<file path="src/rtl/core/assert_macros.svh">
// Assertion macros shared by the keystream generator RTL.
// Self-contained; the synthesis build defines SYNTH to drop the checks.
`ifndef ASSERT_MACROS_SVH
`define ASSERT_MACROS_SVH
`ifndef SYNTH
`define A51KG_ASSERT_IMPL(lbl, clk, rst, ante, cons) \
   lbl: assert property (@(posedge clk) disable iff (rst) (ante) |-> (cons)) \
      else $error("a51kg same-cycle check failed");
`define A51KG_ASSERT_NEXT(lbl, clk, rst, ante, cons) \
   lbl: assert property (@(posedge clk) disable iff (rst) (ante) |=> (cons)) \
      else $error("a51kg next-cycle check failed");
`else
`define A51KG_ASSERT_IMPL(lbl, clk, rst, ante, cons)
`define A51KG_ASSERT_NEXT(lbl, clk, rst, ante, cons)
`endif
`endif

</file>
<file path="src/rtl/core/a51kg_pkg.sv">
// Shared types and constants for the A5/1 keystream generator.
// No dependencies.
package a51kg_pkg;

   localparam int R1_LEN = 19;
   localparam int R2_LEN = 22;
   localparam int R3_LEN = 23;

   localparam int KEY_W   = 64;
   localparam int FRAME_W = 22;
   localparam int REQ_DATA_W = 24;
   localparam int RSP_DATA_W = 16;
   localparam int CSR_ADDR_W = 4;
   localparam int CSR_DATA_W = 64;

   localparam logic [6:0] LOAD_LAST  = 7'd85;   // 64 key + 22 frame steps
   localparam logic [6:0] MIX_LAST   = 7'd99;   // 100 mixing steps
   localparam logic [2:0] BIT_LAST   = 3'd7;
   localparam logic [2:0] TAIL_LAST  = 3'd1;    // short final byte holds 2 bits
   localparam logic [3:0] BYTE_LAST  = 4'd14;
   localparam logic       CSR_IDX_KEY = 1'b0;

   typedef struct packed {
      logic clear;
      logic step;
      logic majority;
      logic in_bit;
   } lfsr_ctrl_type;

endpackage

</file>
<file path="src/rtl/core/a51kg_lfsr_core.sv">
// Three A5/1 shift registers taking one step per cycle while ctrl.step is set, plain or majority clocked.
// Depends on a51kg_pkg.
module a51kg_lfsr_core
   import a51kg_pkg::*;
(
   input  logic          clock,
   input  lfsr_ctrl_type ctrl,
   output logic          ks_bit
);

   logic [R1_LEN-1:0] r1_ff, r1_in;
   logic [R2_LEN-1:0] r2_ff, r2_in;
   logic [R3_LEN-1:0] r3_ff, r3_in;
   logic [R1_LEN-1:0] r1_sh;
   logic [R2_LEN-1:0] r2_sh;
   logic [R3_LEN-1:0] r3_sh;
   logic c1, c2, c3, maj;
   logic en1, en2, en3;

   always_comb begin
      r1_sh = {r1_ff[R1_LEN-2:0], r1_ff[18] ^ r1_ff[17] ^ r1_ff[16] ^ r1_ff[13]};
      r2_sh = {r2_ff[R2_LEN-2:0], r2_ff[21] ^ r2_ff[20]};
      r3_sh = {r3_ff[R3_LEN-2:0], r3_ff[22] ^ r3_ff[21] ^ r3_ff[20] ^ r3_ff[7]};
      c1  = r1_ff[8];
      c2  = r2_ff[10];
      c3  = r3_ff[10];
      maj = (c1 & c2) | (c1 & c3) | (c2 & c3);
      en1 = ctrl.step && (!ctrl.majority || (c1 == maj));
      en2 = ctrl.step && (!ctrl.majority || (c2 == maj));
      en3 = ctrl.step && (!ctrl.majority || (c3 == maj));
      r1_in = r1_ff;
      r2_in = r2_ff;
      r3_in = r3_ff;
      if (ctrl.clear) begin
         r1_in = '0;
         r2_in = '0;
         r3_in = '0;
      end else begin
         if (en1) begin
            r1_in = r1_sh ^ {{(R1_LEN-1){1'b0}}, ctrl.in_bit};
         end
         if (en2) begin
            r2_in = r2_sh ^ {{(R2_LEN-1){1'b0}}, ctrl.in_bit};
         end
         if (en3) begin
            r3_in = r3_sh ^ {{(R3_LEN-1){1'b0}}, ctrl.in_bit};
         end
      end
      ks_bit = r1_in[R1_LEN-1] ^ r2_in[R2_LEN-1] ^ r3_in[R3_LEN-1];
   end

   always_ff @(posedge clock) begin
      r1_ff <= r1_in;
      r2_ff <= r2_in;
      r3_ff <= r3_in;
   end

endmodule

</file>
<file path="src/rtl/core/a51_keystream_generator_top.sv">
// A5/1 keystream generator: one frame number in, two 114-bit blocks out as bytes.
// Depends on a51kg_pkg, a51kg_lfsr_core and assert_macros.svh.
//
// Usage:
//  - Write the 64-bit session key at csr address 0 while the block is idle.
//  - Each req request carries a 22-bit frame number; req_tready is high only
//    when no frame is in progress.
//  - Per frame the shared LFSR steps once per cycle unless output stalls: 86 load
//    steps (key, then frame), 100 mixing steps, then 228 keystream steps.
//  - 30 rsp requests follow: block 0 bytes 0..14, then block 1 bytes 0..14;
//    byte 14 carries two bits in its top positions, tlast marks the final one.
//  - The first byte is offered once load, mixing and its keystream steps are
//    done; a new frame is accepted only after the last byte is registered.
//  - One output register decouples the sides; when it is still full as a
//    byte completes, the LFSR unit holds until the receiver takes it.
//  - Reset clears the key to zero and returns the sequencer to idle.
`include "assert_macros.svh"
module a51_keystream_generator_top
   import a51kg_pkg::*;
(
   input  logic                  clock,
   input  logic                  reset,
   input  logic                  req_tvalid,
   output logic                  req_tready,
   input  logic [REQ_DATA_W-1:0] req_tdata,   // [21:0] frame_number, [23:22] zero
   output logic                  rsp_tvalid,
   input  logic                  rsp_tready,
   output logic [RSP_DATA_W-1:0] rsp_tdata,   // [3:0] byte_index, [11:4] stream_byte
   output logic                  rsp_tuser,   // [0] block_select
   output logic                  rsp_tlast,
   input  logic                  csr_psel,
   input  logic                  csr_penable,
   input  logic                  csr_pwrite,
   input  logic [CSR_ADDR_W-1:0] csr_paddr,
   input  logic [CSR_DATA_W-1:0] csr_pwdata,
   output logic [CSR_DATA_W-1:0] csr_prdata,
   output logic                  csr_pready
);

   localparam logic [1:0] ST_IDLE = 2'd0;
   localparam logic [1:0] ST_LOAD = 2'd1;
   localparam logic [1:0] ST_MIX  = 2'd2;
   localparam logic [1:0] ST_OUT  = 2'd3;

   logic [1:0]                 state_ff, state_in;
   logic [6:0]                 step_cnt_ff, step_cnt_in;
   logic [2:0]                 bit_cnt_ff, bit_cnt_in;
   logic [3:0]                 byte_cnt_ff, byte_cnt_in;
   logic                       block_ff, block_in;
   logic [6:0]                 acc_ff, acc_in;
   logic [KEY_W+FRAME_W-1:0]   load_sr_ff, load_sr_in;
   logic [KEY_W-1:0]           key_ff, key_in;
   logic                       rsp_valid_ff, rsp_valid_in;
   logic [7:0]                 rsp_byte_ff, rsp_byte_in;
   logic [3:0]                 rsp_idx_ff, rsp_idx_in;
   logic                       rsp_blk_ff, rsp_blk_in;
   logic                       rsp_last_ff, rsp_last_in;
   lfsr_ctrl_type              ctrl;
   logic                       ks_bit;
   logic                       req_fire, out_free, last_bit, can_step, key_wr;

   a51kg_lfsr_core u_lfsr (
      .clock  (clock),
      .ctrl   (ctrl),
      .ks_bit (ks_bit)
   );

   assign req_tready = (state_ff == ST_IDLE);
   assign req_fire   = req_tvalid && req_tready;
   assign out_free   = !rsp_valid_ff || rsp_tready;
   assign last_bit   = (bit_cnt_ff == BIT_LAST) ||
                       ((byte_cnt_ff == BYTE_LAST) && (bit_cnt_ff == TAIL_LAST));
   assign can_step   = !last_bit || out_free;

   assign csr_pready = 1'b1;
   assign key_wr     = csr_psel && csr_penable && csr_pwrite && csr_pready &&
                       (csr_paddr[3] == CSR_IDX_KEY);
   assign csr_prdata = (csr_paddr[3] == CSR_IDX_KEY) ? key_ff : '0;
   assign key_in     = key_wr ? csr_pwdata : key_ff;

   always_comb begin
      state_in     = state_ff;
      step_cnt_in  = step_cnt_ff;
      bit_cnt_in   = bit_cnt_ff;
      byte_cnt_in  = byte_cnt_ff;
      block_in     = block_ff;
      acc_in       = acc_ff;
      load_sr_in   = load_sr_ff;
      rsp_valid_in = rsp_valid_ff && !rsp_tready;
      rsp_byte_in  = rsp_byte_ff;
      rsp_idx_in   = rsp_idx_ff;
      rsp_blk_in   = rsp_blk_ff;
      rsp_last_in  = rsp_last_ff;
      ctrl         = '{clear: 1'b0, step: 1'b0, majority: 1'b0, in_bit: 1'b0};
      unique case (state_ff)
         ST_IDLE: begin
            if (req_fire) begin
               ctrl.clear  = 1'b1;
               load_sr_in  = {req_tdata[FRAME_W-1:0], key_ff};
               step_cnt_in = '0;
               state_in    = ST_LOAD;
            end
         end
         ST_LOAD: begin
            ctrl.step   = 1'b1;
            ctrl.in_bit = load_sr_ff[0];
            load_sr_in  = {1'b0, load_sr_ff[KEY_W+FRAME_W-1:1]};
            step_cnt_in = step_cnt_ff + 7'd1;
            if (step_cnt_ff == LOAD_LAST) begin
               step_cnt_in = '0;
               state_in    = ST_MIX;
            end
         end
         ST_MIX: begin
            ctrl.step     = 1'b1;
            ctrl.majority = 1'b1;
            step_cnt_in   = step_cnt_ff + 7'd1;
            if (step_cnt_ff == MIX_LAST) begin
               bit_cnt_in  = '0;
               byte_cnt_in = '0;
               block_in    = 1'b0;
               state_in    = ST_OUT;
            end
         end
         ST_OUT: begin
            if (can_step) begin
               ctrl.step     = 1'b1;
               ctrl.majority = 1'b1;
               acc_in        = {acc_ff[5:0], ks_bit};
               if (last_bit) begin
                  rsp_valid_in = 1'b1;
                  rsp_idx_in   = byte_cnt_ff;
                  rsp_blk_in   = block_ff;
                  rsp_last_in  = 1'b0;
                  bit_cnt_in   = '0;
                  if (byte_cnt_ff == BYTE_LAST) begin
                     rsp_byte_in = {acc_ff[0], ks_bit, 6'b0};
                     byte_cnt_in = '0;
                     block_in    = 1'b1;
                     if (block_ff) begin
                        rsp_last_in = 1'b1;
                        state_in    = ST_IDLE;
                     end
                  end else begin
                     rsp_byte_in = {acc_ff, ks_bit};
                     byte_cnt_in = byte_cnt_ff + 4'd1;
                  end
               end else begin
                  bit_cnt_in = bit_cnt_ff + 3'd1;
               end
            end
         end
         default: begin
            state_in = ST_IDLE;
         end
      endcase
   end

   always_ff @(posedge clock) begin
      if (reset) begin
         state_ff     <= ST_IDLE;
         step_cnt_ff  <= '0;
         bit_cnt_ff   <= '0;
         byte_cnt_ff  <= '0;
         block_ff     <= 1'b0;
         rsp_valid_ff <= 1'b0;
         key_ff       <= '0;
      end else begin
         state_ff     <= state_in;
         step_cnt_ff  <= step_cnt_in;
         bit_cnt_ff   <= bit_cnt_in;
         byte_cnt_ff  <= byte_cnt_in;
         block_ff     <= block_in;
         rsp_valid_ff <= rsp_valid_in;
         key_ff       <= key_in;
      end
   end

   always_ff @(posedge clock) begin
      acc_ff      <= acc_in;
      load_sr_ff  <= load_sr_in;
      rsp_byte_ff <= rsp_byte_in;
      rsp_idx_ff  <= rsp_idx_in;
      rsp_blk_ff  <= rsp_blk_in;
      rsp_last_ff <= rsp_last_in;
   end

   assign rsp_tvalid = rsp_valid_ff;
   assign rsp_tdata  = {4'b0, rsp_byte_ff, rsp_idx_ff};
   assign rsp_tuser  = rsp_blk_ff;
   assign rsp_tlast  = rsp_last_ff;

   `A51KG_ASSERT_NEXT(a_start_load, clock, reset, req_fire, (state_ff == ST_LOAD) && (step_cnt_ff == 7'd0))
   `A51KG_ASSERT_NEXT(a_hold_on_stall, clock, reset, (state_ff == ST_OUT) && last_bit && rsp_valid_ff && !rsp_tready, $stable(bit_cnt_ff) && $stable(byte_cnt_ff) && $stable(rsp_byte_ff))
   `A51KG_ASSERT_IMPL(a_last_tag, clock, reset, rsp_valid_ff && rsp_last_ff, rsp_blk_ff && (rsp_idx_ff == BYTE_LAST))
   `A51KG_ASSERT_IMPL(a_tail_pad, clock, reset, rsp_valid_ff && (rsp_idx_ff == BYTE_LAST), rsp_byte_ff[5:0] == 6'b0)

endmodule

</file>
<file path="config.mk">
export PLATFORM = sky130hd
export DESIGN_NAME = a51_keystream_generator_top
export DESIGN_NICKNAME = d
export VERILOG_FILES = /design/src/rtl/core/a51kg_pkg.sv /design/src/rtl/core/a51kg_lfsr_core.sv /design/src/rtl/core/a51_keystream_generator_top.sv
export VERILOG_INCLUDE_DIRS = /design/src /design/src/rtl/core
export SDC_FILE = /design/constraint.sdc
export NUM_CORES = 1
export LEC_CHECK = 0
export BUFFER_PORTS_ARGS = -buffer_cell sky130_fd_sc_hd__buf_2
export CELL_PAD_IN_SITES_DETAIL_PLACEMENT = 1
export CELL_PAD_IN_SITES_GLOBAL_PLACEMENT = 1
export CORE_MARGIN = 2
export CORE_UTILIZATION = 40
export CTS_CLUSTER_DIAMETER = 40
export CTS_CLUSTER_SIZE = 20
export DETAILED_ROUTE_END_ITERATION = 12
export PLACE_DENSITY = 0.83
export SLEW_MARGIN = 30
export SYNTH_ARGS = -nofsm -noshare
export SYNTH_HDL_FRONTEND = slang
export SYNTH_SLANG_ARGS = --single-unit
</file>
<file path="constraint.sdc">
create_clock -name clock -period 5.1 [get_ports clock]
set_input_delay 1.53 -clock clock [delete_from_list [all_inputs] [get_ports clock]]
set_output_delay 1.53 -clock clock [all_outputs]
set_load 0.03 [all_outputs]
</file>
Word-level counts from Yosys, hierarchy flattened
Cells that the tools add are included.
Widths: inputs -> output; s select.
- add/subtract/negate cells: 3
- equal/unequal tests: 18
- mux-type cells: 45
- bitwise operators: 18
- reductions and logical operators: 32
- operator list (operator ; count):
    $pmux 86 s2 ; 1
    $mux 86 ; 1
    $mux 64 ; 1
    $mux 23 ; 2
    $mux 22 ; 2
    $mux 19 ; 2
    $xor 23x1->23 ; 1
    $xor 22x1->22 ; 1
    $pmux 7 s3 ; 1
    $xor 19x1->19 ; 1
    $mux 2 ; 8
    $mux 4 ; 4
    $eq 7x7->1 const B ; 2
    $mux 7 ; 2
    $ne 2x2->1 const B ; 6
    $mux 1 ; 11
    $logic_and 1x1->1 ; 9
    $mux 3 ; 3
    $xor 1x1->1 ; 9
    $mux 8 ; 1
    $pmux 2 s4 ; 1
    $pmux 4 s2 ; 1
    $add 7x1->7 const B ; 1
    $reduce_and 7->1 ; 1
    24 further kinds ; 44
- register bits after elaboration: 253
- logic and storage cells: 136

Logic depth before layout (Yosys ltp)
Gate-level depths: netlist (run 1).
- depth after elaboration: 15
- gate-level depth with buffers: 11
- depth with buffers taken out: 10

Hierarchy
From an unflattened synthesis (run 1), not the netlist that was laid out.
- cell total of the unflattened synthesis: 934
- area, all modules: 10548.9 µm²
- modules (own cells, without submodules) (module ; instances ; cells an instance ; area each (µm²)):
    a51_keystream_generator_top ; 1 ; 704 ; 8119.0
    a51kg_lfsr_core ; 1 ; 230 ; 2429.8

Least setup slack after synthesis (run 1)
No wires, ideal clock.
- path type: flip-flop to flip-flop
- start: register state_ff[0]
- end: register load_sr_ff[0], enable pin
- arrival time: 4.851 ns
- slack: -0.299 ns
- stages on the path, launching flop included: 4
- path through: dfxtp_1 inv_1 ha_1 o21bai_1
- longest elaborated chain between the ends: 4
- elaborated cells between the ends (all ways): 6
- classes of those cells: eq/ne (2); reduce/logical (4)
- RTL lines (what ; line ; RTL):
    start, declared ; a51_keystream_generator_top.sv:45 ; logic [1:0] state_ff, state_in;
    start signal, assigned ; a51_keystream_generator_top.sv:169 ; state_ff <= state_in;
    $logic_not 2->1 * ; a51_keystream_generator_top.sv:68 ; assign req_tready = (state_ff == ST_IDLE);
    net req_tready ; a51_keystream_generator_top.sv:24 ; output logic req_tready,
    $logic_and 1x1->1 ; a51_keystream_generator_top.sv:69 ; assign req_fire = req_tvalid && req_tready;
    $ne 2x1->1 (no line) ; -- ;
    $reduce_and 2->1 (no line) * ; -- ;
    end signal, assigned ; a51_keystream_generator_top.sv:181 ; load_sr_ff <= load_sr_in;
    end, declared ; a51_keystream_generator_top.sv:51 ; logic [KEY_W+FRAME_W-1:0] load_sr_ff, load_sr_in;
Mark *: on every way through the listed nets, which the timed path passes. The rest lies on a longest branch.
A chain may end at the register's enable or synchronous reset.

Worst setup path after layout (run 1)
- start: input port csr_paddr[3]
- end: output port csr_prdata[58]
- longest elaborated chain between the ends: 1
- RTL lines (what ; line ; RTL):
    start, declared ; a51_keystream_generator_top.sv:34 ; input logic [CSR_ADDR_W-1:0] csr_paddr,
    $mux 64 ; a51_keystream_generator_top.sv:78 ; assign csr_prdata = (csr_paddr[3] == CSR_IDX_KEY) ? key_ff : '0;
    end, declared ; a51_keystream_generator_top.sv:36 ; output logic [CSR_DATA_W-1:0] csr_prdata,
Every way passes these cells.

==> results by group, run 1 <==
Cells and area
  – Fraction of layout cells with a size suffix above 1: a little over 30%
  – Nets: about 1200
  – P&R area growth vs syn: 22.8%

Global routing
  – Initial antenna violation count: 4
  – Total global-route track usage: 17.2%
  – Pin count of the biggest net entering global routing: 65
  – Grt ovf: 0
  – Vias in the first global route: about 8000
  – First-pass GRT wire length: 39500 um

Yosys
  – Netlist cell types: 52
  – Most common cell in the netlist: dfxtp_1
  – Mapped Area: 10500 um2
  – #FFs+latches synth: 253
  – Ys async rst share: 0%
  – Yosys top cell by area: edfxtp_1
  – Register area share after synthesis: 58.6%
  – Post-synth top flop: dfxtp_1
  – YS warnings: 0
  – Top cells by area, synth: edfxtp_1 (31%), dfxtp_1 (28%), mux2_2 (9.2%)
  – Area share of the largest cell type after synthesis: 30.7%
  – Post-synth top cells: dfxtp_1 (146), nand2_1 (142), edfxtp_1 (107), mux2_2 (86), nor2_1 (85)
  – Synth Instances: about 940
  – Number of flops mapped to enable cells by yosys: 107
  – Mean post-synth cell area: 11.2 um2

Clock tree
  – Clock-pin slew on the worst setup and hold paths: 0.06 ns
  – Number of CTS-inserted buffers: 35
  – Hold buffer count at CTS: 0
  – Clk root buf: clkbuf_16
  – Clk Latency, worst-skew pair: 0.50 ns
  – Clock Tree Buf Depth: 3
  – TritonCTS clock tree: yes
  – Setup bufs post-CTS: 0
  – Post_cts resized: 0
  – H-Tree Level Count: 2
  – CTS Sinks: approximately 250

Pwr
  – Max IR drop VDD: between 0.2 and 0.3 mV
  – Sw Pwr: 1850 uW
  – Share of power burned in the clock network: 36.6%
  – P_int: 4650 uW
  – PnR Total Power: 6500 uW
  – Sw Share: 28.4%
  – Leak: slightly above 0.005 uW
  – Seq pwr share: 42.5%
  – Combinational power share: 20.9%
  – P per Cell Area: between 500 and 600 nW/um2

Drt
  – Via count: between 7000 and 8000
  – DRC marker count from the first detailed-route iteration: between 200 and 300
  – DR WL/cell: ~16 um
  – Via/cell ratio: 4.91
  – Final antenna-violating net count: 0
  – Residual DRC: 0
  – Initial DRT Pass Iterations: 4
  – Final WL: between 20000 and 25000 um

Die
  – IO Pins: 184
  – Die X: 166 um
  – Die area: between 20000 and 30000 um2
  – FP Rows: 59
  – Die Height: 166 um
  – Core Region: 25900 um2
  – Starting Density: 40.4%

STA
  – Fmax: 244 MHz
  – RSZ-0062 raised after global routing: no
  – Setup TNS: 0 ns
  – Fin. Hold Viols: 0
  – Relative slew slack: between 40 and 50%
  – Skew final: 0.0220 ns
  – Crit share post-route: 80.3%
  – Final Max Tran Viols: 0
  – Slew @ Worst Pin: 0.811 ns
  – Count of final setup violators: 0
  – Min Tclk post-route: 4.10 ns

Critical path
  – Setup CP Type: in -> out
  – CP arrival: around 2.6 ns
  – Worst-path cell chain: buf_2, buf_4, nor2b_1, buf_2
  – Critical path fanouts, max: 27
  – CP peak stage delay: 0.45 ns
  – Most common cell on crit path: buf_2
  – Buffers and inverters on the worst path: 3
  – Slowest-stage cell, CP: buf_2
  – Critical path launch point type: input port
  – Critical path's top delay family: buffers and inverters
  – CP Capture Type: primary output
  – Critical path required time: 3.57 ns

Status
  – Status: finished clean

Placed design
  – I/O Buffers: 173
  – Routability Congestion: 0.780
  – Post-DP HPWL: 15600 um

Min path
  – Hold/Removal Path Class: reg -> reg

Flow run
  – Max Cap Viol: 0
[stage by stage]
step                      worst slack [ns]  cells  hold slack [ns]  instance area (um2)  util [%]
after floorplan                       1.20    940            0.417                10500         -
after global placement                1.00   1402            0.436                11700      45.0
after detailed placement             0.973   1402            0.434                11700      45.0
after CTS                            0.971   1466            0.454                12800      49.5
after global routing                 0.914   1468            0.469                12900      49.6
final                                 1.00   1470            0.447                12900      49.7
[worst paths after layout]
kind              cells after the start                   startpoint  slack, ns                        to
hold reg to reg                       0          acc_ff[4]$_DFFE_PP_       0.45       acc_ff[5]$_DFFE_PP_
setup reg to reg                     10  byte_cnt_ff[0]$_SDFFE_PP0P_       1.89  rsp_byte_ff[6]$_DFFE_PP_
setup / recovery                      4                 csr_paddr[3]       1.00            csr_prdata[58]
hold / removal                        0          acc_ff[4]$_DFFE_PP_       0.45       acc_ff[5]$_DFFE_PP_
[layout by cell type (no fill, tap or decap), drive strengths merged, types with 4 or more instances in the layout]
cell type	synthesis	final
nand3	4	4
clkbuf	48	39
xor2	6	6
nor2b	70	70
nor2	85	85
o21ai	8	8
ha	12	12
inv	11	19
conb	2	5
buf	12	188
dfxtp	146	146
xnor2	9	9
nand2b	6	6
clkinv	0	12
and2	7	7
a21oi	76	76
mux2i	61	61
edfxtp	107	107
nor3	4	4
nand2	142	142
mux2	87	87
[worst reg2reg max path: cells and delay by family (launching register included)]
kind            cells  cell delay [ns]
mux                 1             0.42
flops               1             0.43
xor+xnor            1             0.32
buf+inv             2             0.44
simple gates        1             0.36
fa+ha+maj           1             0.21
compound gates      4             0.77
[layout make-up]
| class | count | area, um2 |
|---|---|---|
| Clock inverter | 25 | 243 |
| Timing Repair Buffer | 188 | 1010 |
| Sequential cell | 253 | 6140 |
| Fill cell | 2828 | 13000 |
| Inverter | 11 | 41.3 |
| Multi-Input combinational cell | 616 | 4090 |
| Tap cell | 335 | 419 |
| Clock buffer | 39 | 922 |
| Antenna cell | 3 | 7.51 |
[power by group through the flow]
stage,clock [uW],combinational (uW),sequential (uW)
final,2380,1360,2760
after global routing,2510,1490,2800
after CTS,2430,1350,2770
after detailed placement,0,1350,2800
after global placement,0,1310,2780
after floorplan,0,1040,2760
[cells by family (layout without fill, tap and decap cells)]
family / after synthesis / after routing / share of synthesized area (%)
AND/OR/NAND/NOR: 335 / 335 / 14.8
flip-flops: 253 / 253 / 58.6
multiplexers: 148 / 148 / 15.2
AO/OA/AOI/OAI: 100 / 100 / 5.61
buffers and inverters: 71 / 263 / 2.82
XOR/XNOR: 16 / 16 / 1.47
adder cells (fa/ha/maj): 12 / 12 / 1.43
other: 2 / 8 / 0.0717
[metal layers]
metal / GRT usage (%) / routed length (um)
met1: 21.6 / 10500
met2: 29.4 / 11600
met3: 4.74 / 1420
met4: 4.54 / 342
met5: 0 / 24
[flip-flops by register name (all words and copies together) (netlist names), 7 cells and up]
| signal | count |
|---|---|
| acc_ff | 7 |
| key_ff | 64 |
| load_sr_ff | 86 |
| rsp_byte_ff | 8 |
| step_cnt_ff | 7 |
| u_lfsr.r1_ff | 19 |
| u_lfsr.r2_ff | 22 |
| u_lfsr.r3_ff | 23 |
No activity file was read; power rests on OpenSTA's default activity.
==> run 2: changes to the inputs <==
- PLACE_DENSITY: 0.83 -> 0.8
- clock period: 5.1 -> 3.81 ns (I/O delays scaled with it)
==> run 2 against run 1 <==
Net effect: flip-flop and latch count stayed put; critical path depth stayed put; combinational power is 37% higher; total power is 39% higher; final cell count is 0.14% higher; clock power is 46% higher; via count is 0.93% higher; sequential share of layout area is 0.65 points lower; first-iteration DRC count is 3.6% lower; die area stayed put; sequential power is 34% higher; register-to-register slack worse by 0.87 ns; highest routed layer unchanged.
==> results by group, run 2 (synthesis results as in run 1) <==
Status
  – Status: finished clean

Drt
  – Via count: 7279 (+0.93%)
  – Via/cell ratio: 4.94 (+0.79%)
  – Final WL: 24200 um (+1.1%)
  – Initial DRT Pass Iterations: 4 (unchanged)
  – DRC marker count from the first detailed-route iteration: 264 (-3.6%)
  – Final antenna-violating net count: 0 (unchanged)
  – Residual DRC: 0 (unchanged)
  – DR WL/cell: 16.4 um (+0.97%)

Critical path
  – Buffers and inverters on the worst path: 3 (unchanged)
  – Setup CP Type: in -> out
  – CP peak stage delay: 0.25 ns (-0.20 ns)
  – Critical path required time: 2.67 ns (-0.90 ns)
  – Critical path launch point type: input port
  – CP Capture Type: primary output
  – Critical path fanouts, max: 66 (+140%)
  – Most common cell on crit path: buf_2
  – Critical path's top delay family: buffers and inverters
  – CP arrival: 1.99 ns (-0.58 ns)
  – Worst-path cell chain: buf_2, buf_12, nor2b_1, buf_2
  – Slowest-stage cell, CP: nor2b_1

STA
  – Skew final: 0.0243 ns (+0.00231 ns)
  – Worst hold slack: 0.440 ns (-0.00632 ns)
  – Relative slew slack: 43.9% (-1.3 points)
  – Count of final setup violators: 0 (unchanged)
  – Fin. Hold Viols: 0 (unchanged)
  – Slew @ Worst Pin: 0.841 ns (+0.0300 ns)
  – Fmax: 320 MHz
  – RSZ-0062 raised after global routing: no
  – Setup TNS: 0 ns (unchanged)
  – Crit share post-route: 82.1%
  – Final Max Tran Viols: 0 (unchanged)
  – Min Tclk post-route: 3.13 ns

Pwr
  – Leak: 0.00524 uW (+1.6%)
  – Max IR drop VDD: 0.459 mV (+65%)
  – P per Cell Area: 692 nW/um2 (+37%)

Global routing
  – First-pass GRT wire length: 39800 um (+0.86%)
  – Vias in the first global route: 7964 (+2.1%)
  – Grt ovf: 0 (unchanged)
  – Total global-route track usage: 17.4% (+0.19 points)
  – Initial antenna violation count: 3 (-1)
  – Pin count of the biggest net entering global routing: 88 (+35%)

Placed design
  – Post-DP HPWL: 15400 um (-1.0%)
  – I/O Buffers: 173 (unchanged)
  – Routability Congestion: 0.742 (-4.8%)

Clock tree
  – Number of CTS-inserted buffers: 36 (+2.9%)
  – TritonCTS clock tree: yes
  – Hold buffer count at CTS: 0 (unchanged)
  – CTS Sinks: 253 (unchanged)
  – Post_cts resized: 0 (unchanged)
  – Setup bufs post-CTS: 0 (unchanged)
  – Clock Tree Buf Depth: 3 (unchanged)
  – H-Tree Level Count: 2 (unchanged)
  – Clk Latency, worst-skew pair: 0.51 ns (about the same)
  – Clk root buf: clkbuf_16
  – Clock-pin slew on the worst setup and hold paths: 0.05 ns (about the same)

Die
  – Die Height: 166 um (unchanged)
  – IO Pins: 184 (unchanged)
  – Core Region: 25900 um2 (unchanged)
  – FP Rows: 59 (unchanged)
  – Die X: 166 um (unchanged)
  – Starting Density: 40.4% (unchanged)
  – Die area: 27500 um2 (unchanged)

Cells and area
  – Commonest non-fill, non-tap cell in the layout: buf_2
  – Most frequent cells in the layout: buf_2 (173), dfxtp_1 (146), nand2_1 (142), edfxtp_1 (107), mux2_2 (86)
  – Fraction of layout cells with a size suffix above 1: 30.9% (-0.29 points)
  – Fin util: 50.4% (+0.69 points)
  – P&R area growth vs syn: 24.5%
  – Nets: 1219 (+0.25%)
  – Max reg flops: 86 (unchanged)
  – Largest regs: load_sr_ff (86), key_ff (64), u_lfsr.r3_ff (23)
  – Most flops, register: load_sr_ff

Flow run
  – Max Cap Viol: 0 (unchanged)

Min path
  – Hold/Removal Path Class: reg -> reg
==> run 2: final timing paths <==
kind	startpoint	to	slack, ns	depth (start not counted)
worst min-delay path	acc_ff[3]$_DFFE_PP_	acc_ff[4]$_DFFE_PP_	0.44	0
worst max-delay path	csr_paddr[3]	csr_prdata[9]	0.68	4
worst max register to register	byte_cnt_ff[1]$_SDFFE_PP0P_	rsp_byte_ff[6]$_DFFE_PP_	1.02	9
worst min register to register	acc_ff[3]$_DFFE_PP_	acc_ff[4]$_DFFE_PP_	0.44	0
==> run 2: area by class of cell <==
| class | instances | area (um2) |
|---|---|---|
| fill | 2813 | 12900 |
| tap | 335 | 419 |
| multi-input combinational | 616 | 4080 |
| clock inverter | 22 | 264 |
| sequential | 253 | 6140 |
| inverter | 11 | 41.3 |
| clock buffer | 44 | 1010 |
| timing repair buffer | 190 | 1090 |
| antenna | 1 | 2.50 |
==> run 2: where the power goes <==
part / internal [uW] / leakage [uW] / switching (uW)
logic: 813 / 0.00242 / 1060
registers: 3520 / 0.00221 / 170
clock network: 2240 / 0.000618 / 1220
==> run 2: per-stage QoR <==
| stage | std cells | power (uW) | setup WS, ns | instance area (um2) |
|---|---|---|---|---|
| 2_1_floorplan | 940 | 5090 | 0.249 | 10500 |
| 3_3_place_gp | 1403 | 5480 | 0.646 | 11700 |
| 3_5_place_dp | 1405 | 5620 | 0.607 | 11800 |
| 4_1_cts | 1471 | 9150 | 0.711 | 13000 |
| 5_1_grt | 1471 | 9440 | 0.654 | 13000 |
| 6_report | 1472 | 9030 | 0.682 | 13000 |
==> run 2: metal layers <==
metal | GRT usage [%] | vias up | routed length [um]
met1 | 20.9 | 3534 | 10400
met4 | 5.29 | 2 | 507
met5 | 0 | - | 11
li1 | - | 3543 | -
met2 | 30.4 | 157 | 11900
met3 | 4.93 | 43 | 1410
==> run 3: changes to the inputs <==
- clock period: 3.81 -> 3.1 ns (I/O delays scaled with it)
==> run 3 against run 2 <==
Net effect: core utilization shrank 0.058 points; via count is 1.2% higher; first-iteration DRC count grew 56%; combinational power increased by 24%; largest cell class unchanged.
==> results by group, run 3 (synthesis results as in run 1) <==
Die
  – IO Pins: 184 (unchanged)
  – Die Height: 166 um (unchanged)
  – Core Region: 25900 um2 (unchanged)
  – Die area: 27500 um2 (unchanged)
  – FP Rows: 59 (unchanged)
  – Die X: 166 um (unchanged)
  – Starting Density: 40.4% (unchanged)

Drt
  – Residual DRC: 0 (unchanged)
  – Initial DRT Pass Iterations: 5 (+1)
  – Via count: 7367 (+1.2%)
  – Via/cell ratio: 5.00 (+1.1%)
  – Final WL: 25100 um (+3.7%)
  – DR WL/cell: 17.0 um (+3.5%)
  – Final antenna-violating net count: 0 (unchanged)
  – DRC marker count from the first detailed-route iteration: 411 (+56%)

Critical path
  – CP arrival: 1.70 ns (-0.29 ns)
  – Critical path fanouts, max: 66 (unchanged)
  – R2R setup slack: 0.50 ns (-0.52 ns)
  – R2R Path End: rsp_byte_ff[6]$_DFFE_PP_
  – Critical path required time: 2.17 ns (-0.50 ns)
  – Setup CP Type: in -> out
  – CP Capture Type: primary output
  – Worst reg2reg path depth: 9 (unchanged)
  – Critical path launch point type: input port
  – FF-to-FF Start: byte_cnt_ff[0]$_SDFFE_PP0P_

STA
  – Final Max Tran Viols: 0 (unchanged)
  – Min Tclk post-route: ~2.6 ns
  – Fmax: 380 MHz
  – Slew @ Worst Pin: 0.731 ns (-0.110 ns)
  – Setup TNS: 0 ns (unchanged)
  – Skew final: 0.0193 ns (-0.00500 ns)
  – Fin. Hold Viols: 0 (unchanged)
  – RSZ-0062 raised after global routing: no
  – Crit share post-route: a little over four fifths
  – Setup WS post-layout: 0.472 ns (-0.210 ns)
  – Relative slew slack: 50.6% (+6.7 points)
  – Count of final setup violators: 0 (unchanged)
  – Worst hold slack: 0.456 ns (+0.0158 ns)

Pwr
  – P per Cell Area: 847 nW/um2 (+22%)
  – Seq pwr share: 41.0% (+0.2 points)
  – Leak: 0.00525 uW (about the same)
  – Combinational power share: 20.9% (about the same)
  – Sw Share: 28.1% (+0.94 points)
  – Sw Pwr: 3110 uW (+27%)
  – Share of power burned in the clock network: 38.1% (-0.3 points)
  – P_int: 7940 uW (+21%)
  – Max IR drop VDD: 0.576 mV (+25%)

Clock tree
  – Number of CTS-inserted buffers: 36 (unchanged)
  – CTS Sinks: 253 (unchanged)
  – Setup bufs post-CTS: 0 (unchanged)
  – H-Tree Level Count: 2 (unchanged)
  – Hold buffer count at CTS: 0 (unchanged)
  – TritonCTS clock tree: yes
  – Clk Latency, worst-skew pair: 0.51 ns (about the same)
  – Clock Tree Buf Depth: 3 (unchanged)
  – Clk root buf: clkbuf_16
  – Post_cts resized: 0 (unchanged)
  – Clock-pin slew on the worst setup and hold paths: 0.06 ns (about the same)

Cells and area
  – FF/Latch Area: 6140 um2 (unchanged)
  – Most flops, register: load_sr_ff
  – Design area: 13000 um2 (-0.12%)
  – Footprint of the multi-input gates: 4090 um2 (about the same)
  – Commonest non-fill, non-tap cell in the layout: buf_2
  – Fillcell total: 2810 (-0.11%)
  – Fraction of layout cells with a size suffix above 1: 31.4% (+0.53 points)
  – P&R area growth vs syn: 24.4%
  – Max reg flops: 86 (unchanged)
  – Most frequent cells in the layout: buf_2 (173), dfxtp_1 (146), nand2_1 (142), edfxtp_1 (107), mux2_2 (86)
  – Nets: 1220 (+0.082%)
  – Largest regs: load_sr_ff (86), key_ff (64), u_lfsr.r3_ff (23)
  – Fin util: 50.3% (-0.058 points)

Status
  – Status: finished clean

Min path
  – Hold_sp: acc_ff[1]$_DFFE_PP_
  – Hold/Removal Path Class: reg -> reg
  – Hold Crit Endpoint: acc_ff[2]$_DFFE_PP_
  – Hold depth: 0 (unchanged)

Global routing
  – Grt ovf: 0 (unchanged)
  – First-pass GRT wire length: 40900 um (+2.8%)
  – Initial antenna violation count: 4 (+1)
  – Vias in the first global route: 7914 (-0.63%)
  – Pin count of the biggest net entering global routing: 67 (-24%)
  – Total global-route track usage: 18.2% (+0.73 points)

Placed design
  – Post-Place Setup Slack: 0.151 ns (-0.455 ns)
  – I/O Buffers: 173 (unchanged)
  – Cell area after placement: 11700 um2 (-0.16%)
  – Post-DP HPWL: 15700 um (+1.5%)
  – Routability Congestion: 0.738 (-0.58%)

Flow run
  – Max Cap Viol: 0 (unchanged)
==> run 3: cell count changes in the layout (fill, tap and decap cells not counted), sizes merged <==
cell,previous run,this run
diode,1,3
clkinvlp,3,1
clkbuf,44,41
buf,190,191
clkinv,11,10
bufinv,5,4
inv,14,20
==> run 3: layout make-up <==
class	count	area share, %
sequential	253	47.1
multi-input combinational	616	31.3
timing repair buffer	191	8.41
clock buffer	41	7.37
tap	335	3.22
clock inverter	24	2.19
inverter	11	0.317
antenna	3	0.0576
==> run 3: per-stage QoR <==
step | instances | power [uW]
after detailed placement | 1405 | 6880
after global routing | 1471 | 11500
final | 1474 | 11000
after CTS | 1470 | 11100
after global placement | 1405 | 6780
after floorplan | 940 | 6250
==> run 3: worst max-delay path, cell delays in order <==
cell and delay [ns]:
buf_2 0.11, buf_12 0.20, nor2b_1 0.18, buf_2 0.24
==> run 3: worst max path at each step <==
stage	slack [ns]	endpoint	cells past startpoint	start
after floorplan	0.40	csr_prdata[10]	3	csr_paddr[3]
after global placement	0.24	rsp_byte_ff[6]$_DFFE_PP_	8	rsp_tready
after detailed placement	0.15	rsp_byte_ff[6]$_DFFE_PP_	8	rsp_tready
after CTS	0.45	rsp_byte_ff[6]$_DFFE_PP_	9	byte_cnt_ff[0]$_SDFFE_PP0P_
after global routing	0.34	rsp_byte_ff[6]$_DFFE_PP_	9	byte_cnt_ff[0]$_SDFFE_PP0P_
final	0.47	csr_prdata[2]	4	csr_paddr[3]
==> run 3: per-layer routing <==
metal / routed length, um / part of all wire, % / up-vias / track usage, %
met5: 10 / 0.040 / - / 0
met4: 643 / 2.6 / 2 / 5.71
met3: 1580 / 6.3 / 49 / 5.60
met2: 12700 / 51 / 173 / 32.2
met1: 10200 / 41 / 3592 / 20.9
li1: - / - / 3551 / -
==> run 3: power by group through the flow <==
stage | clock network [uW] | registers, uW | logic [uW]
5_1_grt | 4430 | 4590 | 2520
3_5_place_dp | 0 | 4590 | 2290
4_1_cts | 4290 | 4540 | 2310
2_1_floorplan | 0 | 4520 | 1730
3_3_place_gp | 0 | 4560 | 2220
6_report | 4200 | 4530 | 2310
